## src/rtl/ipg_pkg.sv

```systemverilog
`default_nettype none

package ipg_pkg;

  localparam int unsigned MAX_N_DEF = 32;
  localparam int unsigned VAL_W     = 6;
  localparam int unsigned IDX_OUT_W = 5;
  localparam int unsigned UPC_W     = 5;

  typedef enum logic [3:0] {
    OP_NOP,
    OP_ACCEPT,
    OP_LOAD,
    OP_SCAN_INIT,
    OP_IDX_DEC,
    OP_DECR,
    OP_FILL_P,
    OP_FILL_R,
    OP_SET_CNT,
    OP_EMIT_INIT,
    OP_PUSH,
    OP_DONE
  } op_e;

  typedef enum logic [3:0] {
    C_NEVER,
    C_ALWAYS,
    C_NO_IN,
    C_ADV,
    C_N_ZERO,
    C_FINISHED,
    C_IDX_ZERO,
    C_RD_LE1,
    C_NO_FILL,
    C_NO_REM,
    C_OUT_BUSY,
    C_MORE
  } cond_e;

  typedef struct packed {
    op_e              op;
    cond_e            cond;
    logic [UPC_W-1:0] tgt;
  } ucode_t;

  typedef struct packed {
    logic in_valid;
    logic req_adv;
    logic n_zero;
    logic finished;
    logic idx_zero;
    logic rd_le1;
    logic no_fill;
    logic no_rem;
    logic out_busy;
    logic more;
  } dp_stat_t;

  localparam logic [UPC_W-1:0] S_WAIT     = 5'd0;
  localparam logic [UPC_W-1:0] S_DISPATCH = 5'd1;
  localparam logic [UPC_W-1:0] S_START    = 5'd2;
  localparam logic [UPC_W-1:0] S_LOAD     = 5'd3;
  localparam logic [UPC_W-1:0] S_ADV      = 5'd4;
  localparam logic [UPC_W-1:0] S_SCAN     = 5'd5;
  localparam logic [UPC_W-1:0] S_SCAN_RD  = 5'd6;
  localparam logic [UPC_W-1:0] S_SCAN_TST = 5'd7;
  localparam logic [UPC_W-1:0] S_DECR     = 5'd8;
  localparam logic [UPC_W-1:0] S_FILL     = 5'd9;
  localparam logic [UPC_W-1:0] S_FILL_P   = 5'd10;
  localparam logic [UPC_W-1:0] S_REM      = 5'd11;
  localparam logic [UPC_W-1:0] S_FILL_R   = 5'd12;
  localparam logic [UPC_W-1:0] S_SET_CNT  = 5'd13;
  localparam logic [UPC_W-1:0] S_EMIT     = 5'd14;
  localparam logic [UPC_W-1:0] S_EMIT_RD  = 5'd15;
  localparam logic [UPC_W-1:0] S_PUSH     = 5'd16;
  localparam logic [UPC_W-1:0] S_NEXT     = 5'd17;
  localparam logic [UPC_W-1:0] S_RET      = 5'd18;
  localparam logic [UPC_W-1:0] S_DONE     = 5'd19;
  localparam logic [UPC_W-1:0] S_DONE_RET = 5'd20;

  function automatic ucode_t uw(op_e o, cond_e c, logic [UPC_W-1:0] t);
    ucode_t w;
    w.op   = o;
    w.cond = c;
    w.tgt  = t;
    return w;
  endfunction

  function automatic ucode_t uprog(logic [UPC_W-1:0] a);
    ucode_t w;
    unique case (a)
      S_WAIT:     w = uw(OP_ACCEPT,    C_NO_IN,    S_WAIT);
      S_DISPATCH: w = uw(OP_NOP,       C_ADV,      S_ADV);
      S_START:    w = uw(OP_NOP,       C_N_ZERO,   S_DONE);
      S_LOAD:     w = uw(OP_LOAD,      C_ALWAYS,   S_EMIT);
      S_ADV:      w = uw(OP_SCAN_INIT, C_FINISHED, S_DONE);
      S_SCAN:     w = uw(OP_IDX_DEC,   C_IDX_ZERO, S_DONE);
      S_SCAN_RD:  w = uw(OP_NOP,       C_NEVER,    S_WAIT);
      S_SCAN_TST: w = uw(OP_NOP,       C_RD_LE1,   S_SCAN);
      S_DECR:     w = uw(OP_DECR,      C_NEVER,    S_WAIT);
      S_FILL:     w = uw(OP_NOP,       C_NO_FILL,  S_REM);
      S_FILL_P:   w = uw(OP_FILL_P,    C_ALWAYS,   S_FILL);
      S_REM:      w = uw(OP_NOP,       C_NO_REM,   S_SET_CNT);
      S_FILL_R:   w = uw(OP_FILL_R,    C_NEVER,    S_WAIT);
      S_SET_CNT:  w = uw(OP_SET_CNT,   C_NEVER,    S_WAIT);
      S_EMIT:     w = uw(OP_EMIT_INIT, C_NEVER,    S_WAIT);
      S_EMIT_RD:  w = uw(OP_NOP,       C_NEVER,    S_WAIT);
      S_PUSH:     w = uw(OP_PUSH,      C_OUT_BUSY, S_PUSH);
      S_NEXT:     w = uw(OP_NOP,       C_MORE,     S_PUSH);
      S_RET:      w = uw(OP_NOP,       C_ALWAYS,   S_WAIT);
      S_DONE:     w = uw(OP_DONE,      C_OUT_BUSY, S_DONE);
      S_DONE_RET: w = uw(OP_NOP,       C_ALWAYS,   S_WAIT);
      default:    w = uw(OP_NOP,       C_ALWAYS,   S_WAIT);
    endcase
    return w;
  endfunction

endpackage

`default_nettype wire

```

## src/rtl/ipg_if.sv

```systemverilog
`default_nettype none

interface ipg_in_if;
  logic                       valid;
  logic                       ready;
  logic                       req_type;
  logic [ipg_pkg::VAL_W-1:0]  start_value;

  modport source (output valid, output req_type, output start_value, input ready);
  modport sink   (input valid, input req_type, input start_value, output ready);
endinterface

interface ipg_out_if;
  logic                          valid;
  logic                          ready;
  logic [ipg_pkg::VAL_W-1:0]     part_value;
  logic [ipg_pkg::IDX_OUT_W-1:0] part_index;
  logic                          last_part;
  logic                          done_res;

  modport source (output valid, output part_value, output part_index, output last_part,
                  output done_res, input ready);
  modport sink   (input valid, input part_value, input part_index, input last_part,
                  input done_res, output ready);
endinterface

`default_nettype wire

```

## src/rtl/ipg_seq.sv

```systemverilog
`default_nettype none

module ipg_seq (
  input  wire logic              clk_i,
  input  wire logic              rst_ni,
  input  wire ipg_pkg::dp_stat_t stat_i,
  output ipg_pkg::op_e           op_o
);

  logic [ipg_pkg::UPC_W-1:0] upc_q, upc_d;
  ipg_pkg::ucode_t           uw;
  logic                      take;

  assign uw   = ipg_pkg::uprog(upc_q);
  assign op_o = uw.op;

  always_comb begin
    unique case (uw.cond)
      ipg_pkg::C_NEVER:    take = 1'b0;
      ipg_pkg::C_ALWAYS:   take = 1'b1;
      ipg_pkg::C_NO_IN:    take = !stat_i.in_valid;
      ipg_pkg::C_ADV:      take = stat_i.req_adv;
      ipg_pkg::C_N_ZERO:   take = stat_i.n_zero;
      ipg_pkg::C_FINISHED: take = stat_i.finished;
      ipg_pkg::C_IDX_ZERO: take = stat_i.idx_zero;
      ipg_pkg::C_RD_LE1:   take = stat_i.rd_le1;
      ipg_pkg::C_NO_FILL:  take = stat_i.no_fill;
      ipg_pkg::C_NO_REM:   take = stat_i.no_rem;
      ipg_pkg::C_OUT_BUSY: take = stat_i.out_busy;
      ipg_pkg::C_MORE:     take = stat_i.more;
      default:             take = 1'b1;
    endcase
    upc_d = take ? uw.tgt : upc_q + ipg_pkg::UPC_W'(1);
  end

  always_ff @(posedge clk_i or negedge rst_ni) begin
    if (!rst_ni) begin
      upc_q <= ipg_pkg::S_WAIT;
    end else begin
      upc_q <= upc_d;
    end
  end

endmodule

`default_nettype wire

```

## src/rtl/ipg_dp.sv

```systemverilog
`default_nettype none

module ipg_dp #(
  parameter int unsigned MAX_N = ipg_pkg::MAX_N_DEF
) (
  input  wire logic                          clk_i,
  input  wire logic                          rst_ni,
  input  wire ipg_pkg::op_e                  op_i,
  input  wire logic                          in_valid_i,
  output logic                               in_ready_o,
  input  wire logic                          req_type_i,
  input  wire logic [ipg_pkg::VAL_W-1:0]     start_value_i,
  output logic                               out_valid_o,
  input  wire logic                          out_ready_i,
  output logic [ipg_pkg::VAL_W-1:0]          part_value_o,
  output logic [ipg_pkg::IDX_OUT_W-1:0]      part_index_o,
  output logic                               last_part_o,
  output logic                               done_res_o,
  output ipg_pkg::dp_stat_t                  stat_o
);

  localparam int unsigned CNT_W = $clog2(MAX_N + 1);
  localparam int unsigned IDX_W = (MAX_N > 1) ? $clog2(MAX_N) : 1;
  localparam logic [CNT_W-1:0] MaxCnt = CNT_W'(MAX_N);

  logic [ipg_pkg::VAL_W-1:0] mem [MAX_N];
  logic [ipg_pkg::VAL_W-1:0] rdata_q;

  logic [CNT_W-1:0] cnt_q, cnt_d;
  logic [CNT_W-1:0] idx_q, idx_d;
  logic [CNT_W-1:0] p_q, p_d;
  logic [CNT_W-1:0] rem_q, rem_d;
  logic [CNT_W-1:0] n_q, n_d;
  logic             req_q, req_d;
  logic             fin_q, fin_d;

  logic                          ov_q, ov_d;
  logic [ipg_pkg::VAL_W-1:0]     pv_q, pv_d;
  logic [ipg_pkg::IDX_OUT_W-1:0] pi_q, pi_d;
  logic                          lp_q, lp_d;
  logic                          dr_q, dr_d;

  logic                          wr_en;
  logic [IDX_W-1:0]              wr_addr;
  logic [ipg_pkg::VAL_W-1:0]     wr_data;
  logic [IDX_W-1:0]              rd_addr;
  logic [CNT_W-1:0]              rd_val;
  logic                          out_free;
  logic                          is_last;

  function automatic logic [ipg_pkg::VAL_W-1:0] VAL_W_CAST(logic [CNT_W-1:0] v);
    return ipg_pkg::VAL_W'(v);
  endfunction

  assign in_ready_o = (op_i == ipg_pkg::OP_ACCEPT);
  assign out_free   = !ov_q || out_ready_i;
  assign rd_val     = CNT_W'(rdata_q);
  assign rd_addr    = (idx_q < MaxCnt) ? idx_q[IDX_W-1:0] : '0;
  assign is_last    = ({1'b0, idx_q} + (CNT_W + 1)'(1)) == {1'b0, cnt_q};

  assign stat_o.in_valid = in_valid_i;
  assign stat_o.req_adv  = req_q;
  assign stat_o.n_zero   = (n_q == '0);
  assign stat_o.finished = fin_q;
  assign stat_o.idx_zero = (idx_q == '0);
  assign stat_o.rd_le1   = (rd_val <= CNT_W'(1));
  assign stat_o.no_fill  = !((rem_q >= p_q) && (idx_q < MaxCnt));
  assign stat_o.no_rem   = (rem_q == '0) || (idx_q >= MaxCnt);
  assign stat_o.out_busy = !out_free;
  assign stat_o.more     = (idx_q < cnt_q);

  always_comb begin
    cnt_d   = cnt_q;
    idx_d   = idx_q;
    p_d     = p_q;
    rem_d   = rem_q;
    n_d     = n_q;
    req_d   = req_q;
    fin_d   = fin_q;
    ov_d    = ov_q && !out_ready_i;
    pv_d    = pv_q;
    pi_d    = pi_q;
    lp_d    = lp_q;
    dr_d    = dr_q;
    wr_en   = 1'b0;
    wr_addr = idx_q[IDX_W-1:0];
    wr_data = VAL_W_CAST(p_q);
    unique case (op_i)
      ipg_pkg::OP_ACCEPT: begin
        if (in_valid_i) begin
          req_d = req_type_i;
          if (int'(start_value_i) > int'(MAX_N)) begin
            n_d = MaxCnt;
          end else begin
            n_d = CNT_W'(start_value_i);
          end
        end
      end
      ipg_pkg::OP_LOAD: begin
        wr_en   = 1'b1;
        wr_addr = '0;
        wr_data = VAL_W_CAST(n_q);
        cnt_d   = CNT_W'(1);
        fin_d   = 1'b0;
      end
      ipg_pkg::OP_SCAN_INIT: idx_d = cnt_q;
      ipg_pkg::OP_IDX_DEC:   idx_d = idx_q - CNT_W'(1);
      ipg_pkg::OP_DECR: begin
        p_d     = rd_val - CNT_W'(1);
        wr_en   = 1'b1;
        wr_data = VAL_W_CAST(rd_val - CNT_W'(1));
        rem_d   = cnt_q - idx_q;
        idx_d   = idx_q + CNT_W'(1);
      end
      ipg_pkg::OP_FILL_P: begin
        wr_en   = 1'b1;
        wr_data = VAL_W_CAST(p_q);
        rem_d   = rem_q - p_q;
        idx_d   = idx_q + CNT_W'(1);
      end
      ipg_pkg::OP_FILL_R: begin
        wr_en   = 1'b1;
        wr_data = VAL_W_CAST(rem_q);
        idx_d   = idx_q + CNT_W'(1);
      end
      ipg_pkg::OP_SET_CNT:   cnt_d = idx_q;
      ipg_pkg::OP_EMIT_INIT: idx_d = '0;
      ipg_pkg::OP_PUSH: begin
        if (out_free) begin
          ov_d  = 1'b1;
          pv_d  = rdata_q;
          pi_d  = ipg_pkg::IDX_OUT_W'(idx_q);
          lp_d  = is_last;
          dr_d  = 1'b0;
          idx_d = idx_q + CNT_W'(1);
        end
      end
      ipg_pkg::OP_DONE: begin
        if (out_free) begin
          ov_d  = 1'b1;
          pv_d  = '0;
          pi_d  = '0;
          lp_d  = 1'b1;
          dr_d  = 1'b1;
          fin_d = 1'b1;
          cnt_d = '0;
        end
      end
      default: ;
    endcase
  end

  always_ff @(posedge clk_i) begin
    if (wr_en) begin
      mem[wr_addr] <= wr_data;
    end
    rdata_q <= mem[rd_addr];
  end

  always_ff @(posedge clk_i or negedge rst_ni) begin
    if (!rst_ni) begin
      cnt_q <= '0;
      idx_q <= '0;
      p_q   <= '0;
      rem_q <= '0;
      n_q   <= '0;
      req_q <= 1'b0;
      fin_q <= 1'b1;
      ov_q  <= 1'b0;
    end else begin
      cnt_q <= cnt_d;
      idx_q <= idx_d;
      p_q   <= p_d;
      rem_q <= rem_d;
      n_q   <= n_d;
      req_q <= req_d;
      fin_q <= fin_d;
      ov_q  <= ov_d;
    end
  end

  always_ff @(posedge clk_i) begin
    pv_q <= pv_d;
    pi_q <= pi_d;
    lp_q <= lp_d;
    dr_q <= dr_d;
  end

  assign out_valid_o  = ov_q;
  assign part_value_o = pv_q;
  assign part_index_o = pi_q;
  assign last_part_o  = lp_q;
  assign done_res_o   = dr_q;

endmodule

`default_nettype wire

```

## src/rtl/integer_partition_generator.sv

```systemverilog
// Integer partition generator, reverse lexicographic order.
// Input channel in_i carries one word per request: req_type 0 loads
// start_value (saturated to MAX_N) and lists the single part n; req_type 1
// steps to the next partition. Output channel out_o returns one word per
// part (part_value, part_index, last_part on the final part), or a single
// word with done_res and last_part set when no partition is left, when no
// value is loaded, or when start_value is zero.
// A microcoded sequencer drives the datapath one step per cycle; the parts
// live in a MAX_N entry memory with registered read data.
// After a request is accepted, a start writes n as the single part and
// emits it; an advance scans the parts from the tail, decrements the last
// part above one, refills the tail with copies of it and a remainder part,
// then emits every part.
// Reset clears the part count and marks the run finished; the part memory
// is not cleared. A stalled receiver holds the output register and the
// sequencer waits on it; a new request is taken only once the previous
// one has handed all its words to the output register.
`default_nettype none

module integer_partition_generator #(
  parameter int unsigned MAX_N = ipg_pkg::MAX_N_DEF
) (
  input  wire logic  clk_i,
  input  wire logic  rst_ni,
  ipg_in_if.sink     in_i,
  ipg_out_if.source  out_o
);

  ipg_pkg::op_e      op;
  ipg_pkg::dp_stat_t stat;

  ipg_seq u_seq (
    .clk_i  (clk_i),
    .rst_ni (rst_ni),
    .stat_i (stat),
    .op_o   (op)
  );

  ipg_dp #(
    .MAX_N (MAX_N)
  ) u_dp (
    .clk_i         (clk_i),
    .rst_ni        (rst_ni),
    .op_i          (op),
    .in_valid_i    (in_i.valid),
    .in_ready_o    (in_i.ready),
    .req_type_i    (in_i.req_type),
    .start_value_i (in_i.start_value),
    .out_valid_o   (out_o.valid),
    .out_ready_i   (out_o.ready),
    .part_value_o  (out_o.part_value),
    .part_index_o  (out_o.part_index),
    .last_part_o   (out_o.last_part),
    .done_res_o    (out_o.done_res),
    .stat_o        (stat)
  );

endmodule

`default_nettype wire

```

## src/flat_wrapper.sv

```systemverilog
// flat-port wrapper written by rule: the top's interface ports become plain ports
module integer_partition_generator_flat 
#(
  parameter int unsigned MAX_N = ipg_pkg::MAX_N_DEF
)
  (clk_i, rst_ni, in_i_valid, in_i_req_type, in_i_start_value, in_i_ready, out_o_valid, out_o_part_value, out_o_part_index, out_o_last_part, out_o_done_res, out_o_ready);
  ipg_in_if in_i_i ();
  ipg_out_if out_o_i ();
  input  wire logic clk_i;
  input  wire logic rst_ni;
  input wire logic [$bits(in_i_i.valid)-1:0] in_i_valid;
  input wire logic [$bits(in_i_i.req_type)-1:0] in_i_req_type;
  input wire logic [$bits(in_i_i.start_value)-1:0] in_i_start_value;
  output wire logic [$bits(in_i_i.ready)-1:0] in_i_ready;
  output wire logic [$bits(out_o_i.valid)-1:0] out_o_valid;
  output wire logic [$bits(out_o_i.part_value)-1:0] out_o_part_value;
  output wire logic [$bits(out_o_i.part_index)-1:0] out_o_part_index;
  output wire logic [$bits(out_o_i.last_part)-1:0] out_o_last_part;
  output wire logic [$bits(out_o_i.done_res)-1:0] out_o_done_res;
  input wire logic [$bits(out_o_i.ready)-1:0] out_o_ready;
  assign in_i_i.valid = in_i_valid;
  assign in_i_i.req_type = in_i_req_type;
  assign in_i_i.start_value = in_i_start_value;
  assign in_i_ready = in_i_i.ready;
  assign out_o_valid = out_o_i.valid;
  assign out_o_part_value = out_o_i.part_value;
  assign out_o_part_index = out_o_i.part_index;
  assign out_o_last_part = out_o_i.last_part;
  assign out_o_done_res = out_o_i.done_res;
  assign out_o_i.ready = out_o_ready;
  integer_partition_generator #(.MAX_N(MAX_N)) u_core (.clk_i(clk_i), .rst_ni(rst_ni), .in_i(in_i_i), .out_o(out_o_i));
endmodule
```

## config.mk

```make
export PLATFORM = sky130hd
export DESIGN_NAME = integer_partition_generator_flat
export DESIGN_NICKNAME = d
export VERILOG_FILES = /design/src/rtl/ipg_pkg.sv /design/src/rtl/ipg_if.sv /design/src/rtl/ipg_seq.sv /design/src/rtl/ipg_dp.sv /design/src/rtl/integer_partition_generator.sv /design/src/flat_wrapper.sv
export SDC_FILE = /design/constraint.sdc
export NUM_CORES = 1
export LEC_CHECK = 0
export ABC_AREA = 1
export BUFFER_PORTS_ARGS = -buffer_cell sky130_fd_sc_hd__buf_2
export CORE_AREA = 2 2 140 142
export DETAILED_ROUTE_END_ITERATION = 16
export DIE_AREA = 0 0 142 144
export PLACE_DENSITY = 0.88
export SYNTH_ARGS = -nofsm -noshare
export SYNTH_HDL_FRONTEND = slang
export SYNTH_SLANG_ARGS = --single-unit
```

## constraint.sdc

```tcl
create_clock -name clk_i -period 8.3 [get_ports clk_i]
set_clock_uncertainty 0.05 [all_clocks]
set_input_delay 0.83 -clock clk_i [delete_from_list [all_inputs] [get_ports clk_i]]
set_output_delay 0.83 -clock clk_i [all_outputs]
set_load 0.01 [all_outputs]
```

Yosys cells after proc, flatten, opt, wreduce, memory -nomap -nowiden. Memories as Yosys holds them, arrays and structs flattened. A register that Yosys moved wholly into a read port is not among the register bits. Cells that the tools add are included. W data, S select, Z words.

Bits in registers: 51. Latch bits: 0. Bits in writable memories: 192. Memory bits (read-only): 416. Input bits: 11. Output and inout bits: 15. Memories: 2.

Memories: (name not given) (words 32, width 13, rd ports 1, clocked after Yosys merged registers in 0, wr ports 0, RTL line ipg_pkg.sv:91) `unique case (a)`; u_core.u_dp.mem (words 32, width 6, rd ports 1, clocked after Yosys merged registers in 1, wr ports 1, RTL line ipg_dp.sv:26) `logic [ipg_pkg::VAL_W-1:0] mem [MAX_N];`.

$add $sub $neg: 7. Multipliers: 0. Divide/modulo/power cells: 0. $lt $le $gt $ge: 6. Equality and inequality tests: 24. Shift-type cells: 0. Mux-type cells: 27. Bitwise logic cells: 0. Reductions and logical operators: 26.

Operator list (number): $pmux W6 S3 (2); $eq A4 B3 Y1 const B (8); $eq A4 B4 Y1 const B (8); $pmux W6 S5 (1); $mux W5 (5); $mux W6 (4); $pmux W6 S2 (2); $logic_not A6 Y1 (3); $eq A4 B2 Y1 const B (4); $sub A6 B1 Y6 const B (2); $sub A6 B6 Y6 (2); $pmux W1 S11 (1); $pmux W5 S2 (1); $mux W1 (8); $reduce_and A2 Y1 (4); $add A6 B1 Y7 const B (1); $eq A7 B6 Y1 (1); $add A6 B1 Y6 const B (1); $ge A6 B6 Y1 (1); $ge A6 B6 Y1 const B (1); $gt A6 B6 Y1 const B (1); $le A6 B1 Y1 const B (1); $lt A6 B6 Y1 (1); $lt A6 B6 Y1 const B (1); 15 further kinds (26).

Logic depth before layout (Yosys ltp). An unclocked memory read counts as a cell.

Depth after elaboration: 6. Gate-level depth with buffers: 23. Depth with buffers taken out: 23.

Modules after synthesis. A second synthesis with hierarchy kept.

Cell total of the unflattened synthesis: 1103. Area, all modules: 12192.9 um^2.

By module, submodules not included: ipg_dp (instances 1, cells an instance 986, area each 11313.4 um^2, sequential area each 7103.1 um^2); ipg_seq (instances 1, cells an instance 117, area each 879.6 um^2, sequential area each 125.1 um^2).

Worst setup path after synthesis. No wires, ideal clock.

Kind: register to register. Start: register u_core.u_seq.upc_q[0] (netlist name). End: memory u_core.u_dp.mem[0][1] (netlist name) (data pin). Library setup time: 0.501 ns. Data arrival time: 2.420 ns. Path slack: 5.329 ns. Stages on the path, launching flop included: 13. Path buffers: 1. Clock period less this slack: 2.971 ns. Path through: dfrtp_1 > inv_1 > ha_1 > nor2_2 > nand2_8 > o21ai_4 > inv_1 > nand2_2 > inv_2 > nand2_1 > buf_4 > or2_0 > o2111ai_1.

Cells in the longest elaborated chain, start to end: 3.

Ends and longest elaborated chain: start, declared (RTL line ipg_seq.sv:10) `logic [ipg_pkg::UPC_W-1:0] upc_q, upc_d;`; start signal, assigned (RTL line ipg_seq.sv:38) `upc_q <= ipg_pkg::S_WAIT;`; start signal, assigned (RTL line ipg_seq.sv:40) `upc_q <= upc_d;`; $mem_v2 Z32 W13 *; $eq A4 B3 Y1 / $eq A4 B2 Y1 (equally long branches) (RTL line ipg_dp.sv:88) `unique case (op_i)`; $pmux W6 S3 * (RTL line ipg_dp.sv:88); net u_core.u_dp.wr_data, one bit (RTL line ipg_dp.sv:45) `logic [ipg_pkg::VAL_W-1:0] wr_data;`; end, declared (RTL line ipg_dp.sv:26).

The timed path passes the listed nets; every way through them passes the cells marked *.

Worst setup path after layout.
Start: register u_core.u_seq.upc_q[2] (netlist name). End: register u_core.u_dp.idx_q[3].

Cells in the longest elaborated chain, start to end: 5.

Ends and longest elaborated chain: $mem_v2 Z32 W13 *; $eq A4 B3 Y1 (RTL line ipg_dp.sv:88); $reduce_or A3 Y1 (no source line); $reduce_bool A5 Y1 (no source line); $reduce_and A2 Y1 (no source line); end signal, assigned (RTL line ipg_dp.sv:172) `idx_q <= idx_d;`; end, declared (RTL line ipg_dp.sv:30) `logic [CNT_W-1:0] idx_q, idx_d;`.

Every way passes the cells marked *; elsewhere a longest branch is shown, timed or not. A chain may end at the register's enable or synchronous reset.

==> metrics.cfg <==
[worst_setup_path]
reg2reg_setup_slack_ns = 4.93
path_delay_family = compound AO/OA/AOI/OAI gates
start_kind = flop
critPathMaxFanout = 16
r2r_end = u_core.u_dp.idx_q[3]
worstSetupStartpoint = u_core.u_seq.upc_q[2]
max_stage_delay_ns = 0.70
critPathRequiredTime_ns = 8.63
crit_top_cell = nand2_1
cp.depth = 17
cp_data_arrival_time_ns = 3.70
path_buf_inv = 3
cp_slowest_cell = dfrtp_1
r2r_cells = 17
endpoint_kind = flop
crit_type = reg -> reg
reg2reg_from = u_core.u_seq.upc_q[2]
crit_end = u_core.u_dp.idx_q[3]
worstPathCellList = clkinv_4 -> ha_1 -> inv_1 -> nor2_4 -> nor2_1 -> nand2_1 -> o21ai_2 -> nand2_1 -> inv_1 -> ha_1 -> nand2_1 -> nand2_1 -> a31oi_1 -> xor2_1 -> nor2_1 -> o21ai_0 -> o21ai_0

[route]
viasPerCell = 6.22
vias = 8597
ant_nets = 0
wl_um = 27700
drt_iter0_drc = 956
first_pass_iters = 6
wl_per_cell_um = 20.0
drc = 0

[synthesis]
synth_seq_cells = 249
yosysSeqAreaShare_pct = 59.9
synth_flop_cell = edfxtp_1
synth_edf_count = 205
synth_cells = 1111
synth-async-reset-ratio_pct = 15.3
synthesis.nets = 1152
synth-xor-area-share_pct = 1.23
synth_top_family_by_area = simple AND/OR/NAND/NOR gates
synthesis.area_mm2 = 0.0121
ys_top_cells_by_area = edfxtp_1 (51%), dfrtp_1 (7.7%), o211ai_1 (6.0%), nand2_1 (5.0%), or2_2 (3.7%)
synth_compound_area_share_pct = 12.3
synth_area_leader_cell = edfxtp_1
muxShareOfSynthArea_pct = 0
ys_types = 55
ys_warn_count = 0
yosys.area_share.adder_pct = 3.29
synth-simple-area-share_pct = 18.3
avgSynthCellArea_um2 = 10.9
synth_top_area_share_pct = 51.0

[clock_tree]
clk_latency_ns = 0.53
max-clock-path-buffers = 3
cts_buffers = 25
cts_tree = yes
holdBufCountCts = 0
htree_levels = 1
cts.sinks = 249
cts_setup_buffers = 0
path_clk_slew_ns = 0.06
cts_root_buffer = clkbuf_16
cts_resized = 0

[floorplanning]
fp.dieH_um = 144
pin_count = 26
die_w_um = 142
initial_utilization_pct = 63.3
num_rows = 51
die_area_mm2 = 0.0204
core_mm2 = 0.0191

[sta]
tightest_slew_ns = 1.11
tns_ns = 0
final-hold-violation-count = 0
relSlewSlack_pct = 25.4
whs_ns = 0.381
period_share_pct = 40.6
fmax_mhz = 297
rsz0062_at_grt = no
finalMaxSlewViolations = 0
finalSetupViolations = 0
layout_min_cycle_time_ns = 3.37

[flow_run]
drv_cap = 0

[global_route]
grt-ovfl-total = 0
antenna_found_initial = 0
grt_max_degree = 110
grt_pass1_wl_um = 44300
grt_usage_pct = 27.8
grt_pass1_vias = 8432

[placement]
hpwlAfterDp_um = 17300
place_congestion = 0.935
io_buffers = 25

[final_layout]
n_antenna_cell = 0
final_common_cell = edfxtp_1
final_cell_mix = edfxtp_1 (205), nand2_1 (162), o211ai_1 (97), nor2_1 (92), inv_1 (74)
final_util_pct = 68.8
fin_nets = 1166
drive_gt1_share_pct = 18.0
area_growth_pct = 8.75

[run_status]
outcome = complete, no violations

[power_and_ir_drop]
p_per_area_mw_per_mm2 = 404
p_leak_nw = 4.88
ir_drop_mv = 0.252
fin_total_pwr_mw = 5.30

[min_path]
hp-class = in -> async

[area by class of cell]
cell class              count  area (um2)
clock inverters            15         128
inverters                  91         349
flip-flops and latches    249        7230
fillers                  1285        5950
well taps                 238         298
clock buffers              31         648
repair buffers             37         215
multi-input cells         721        4270
[power breakdown]
part	leakage [nW]	total [mW]	internal, mW	switching (mW)
registers	2.41	1.95	1.80	0.150
clock network	0.384	1.08	0.617	0.462
logic	2.09	2.27	0.702	1.57
[metal layers]
metal	track usage [%]	up-vias	part of all wire (%)	wire length [um]
met2	46.2	435	48	13300
met5	0	-	0	0
met3	4.04	88	7.9	2190
met4	11.9	0	3.8	1050
met1	37.2	4117	40	11100
li1	-	3957	-	-
[state kept, by name (all words and copies together), names as in the netlist]
signal / count
u_core.u_dp.rd_val: 6
u_core.u_dp.done_res_o: 1
u_core.u_dp.fin_q: 1
u_core.u_dp.last_part_o: 1
u_core.u_dp.mem: 192
u_core.u_dp.idx_q: 6
u_core.u_dp.req_q: 1
u_core.u_dp.rem_q: 6
u_core.u_dp.p_q: 6
u_core.u_dp.part_value_o: 6
u_core.u_seq.upc_q: 5
u_core.u_dp.part_index_o: 5
u_core.u_dp.cnt_q: 6
u_core.u_dp.n_q: 6
u_core.u_dp.out_valid_o: 1
[worst min path at each step]
| stage | start | to | cells after the start |
|---|---|---|---|
| 2_1_floorplan | u_core.u_dp.req_q | u_core.u_dp.req_q | 2 |
| 3_3_place_gp | u_core.u_dp.req_q | u_core.u_dp.req_q | 2 |
| 3_5_place_dp | u_core.u_dp.req_q | u_core.u_dp.req_q | 2 |
| 4_1_cts | rst_ni | u_core.u_dp.idx_q[1] | 1 |
| 5_1_grt | rst_ni | u_core.u_dp.idx_q[4] | 1 |
| 6_report | rst_ni | u_core.u_dp.idx_q[1] | 1 |
[through the flow]
| step | area (um2) | setup slack [ns] | instances |
|---|---|---|---|
| 6_report | 13100 | 4.93 | 1382 |
| 5_1_grt | 13100 | 4.54 | 1382 |
| 4_1_cts | 13100 | 4.94 | 1382 |
| 3_5_place_dp | 12400 | 4.96 | 1336 |
| 3_3_place_gp | 12400 | 5.09 | 1336 |
| 2_1_floorplan | 12100 | 5.33 | 1111 |
[synth_stat cells, drive strengths merged, types with 2 or more instances]
master / n
nand3b: 2
o22ai: 17
dfrtp: 37
buf: 25
nand2: 175
ha: 27
edfxtp: 205
o2111ai: 3
o221ai: 3
o21ai: 62
a21oi: 17
o31ai: 3
nand4: 11
nand3: 72
clkbuf: 25
xor2: 16
nor3: 11
nor2: 107
dfxtp: 6
fa: 3
or2: 77
a31oi: 3
inv: 87
o211ai: 97
o21a: 8
clkinv: 4
[cell families after synthesis]
family                   Yosys count
buffers and inverters            141
flip-flops                       249
adder cells (fa/ha/maj)           30
AND/OR/NAND/NOR                  457
AO/OA/AOI/OAI                    217
XOR/XNOR                          17
(Power assumes the default switching activity.)
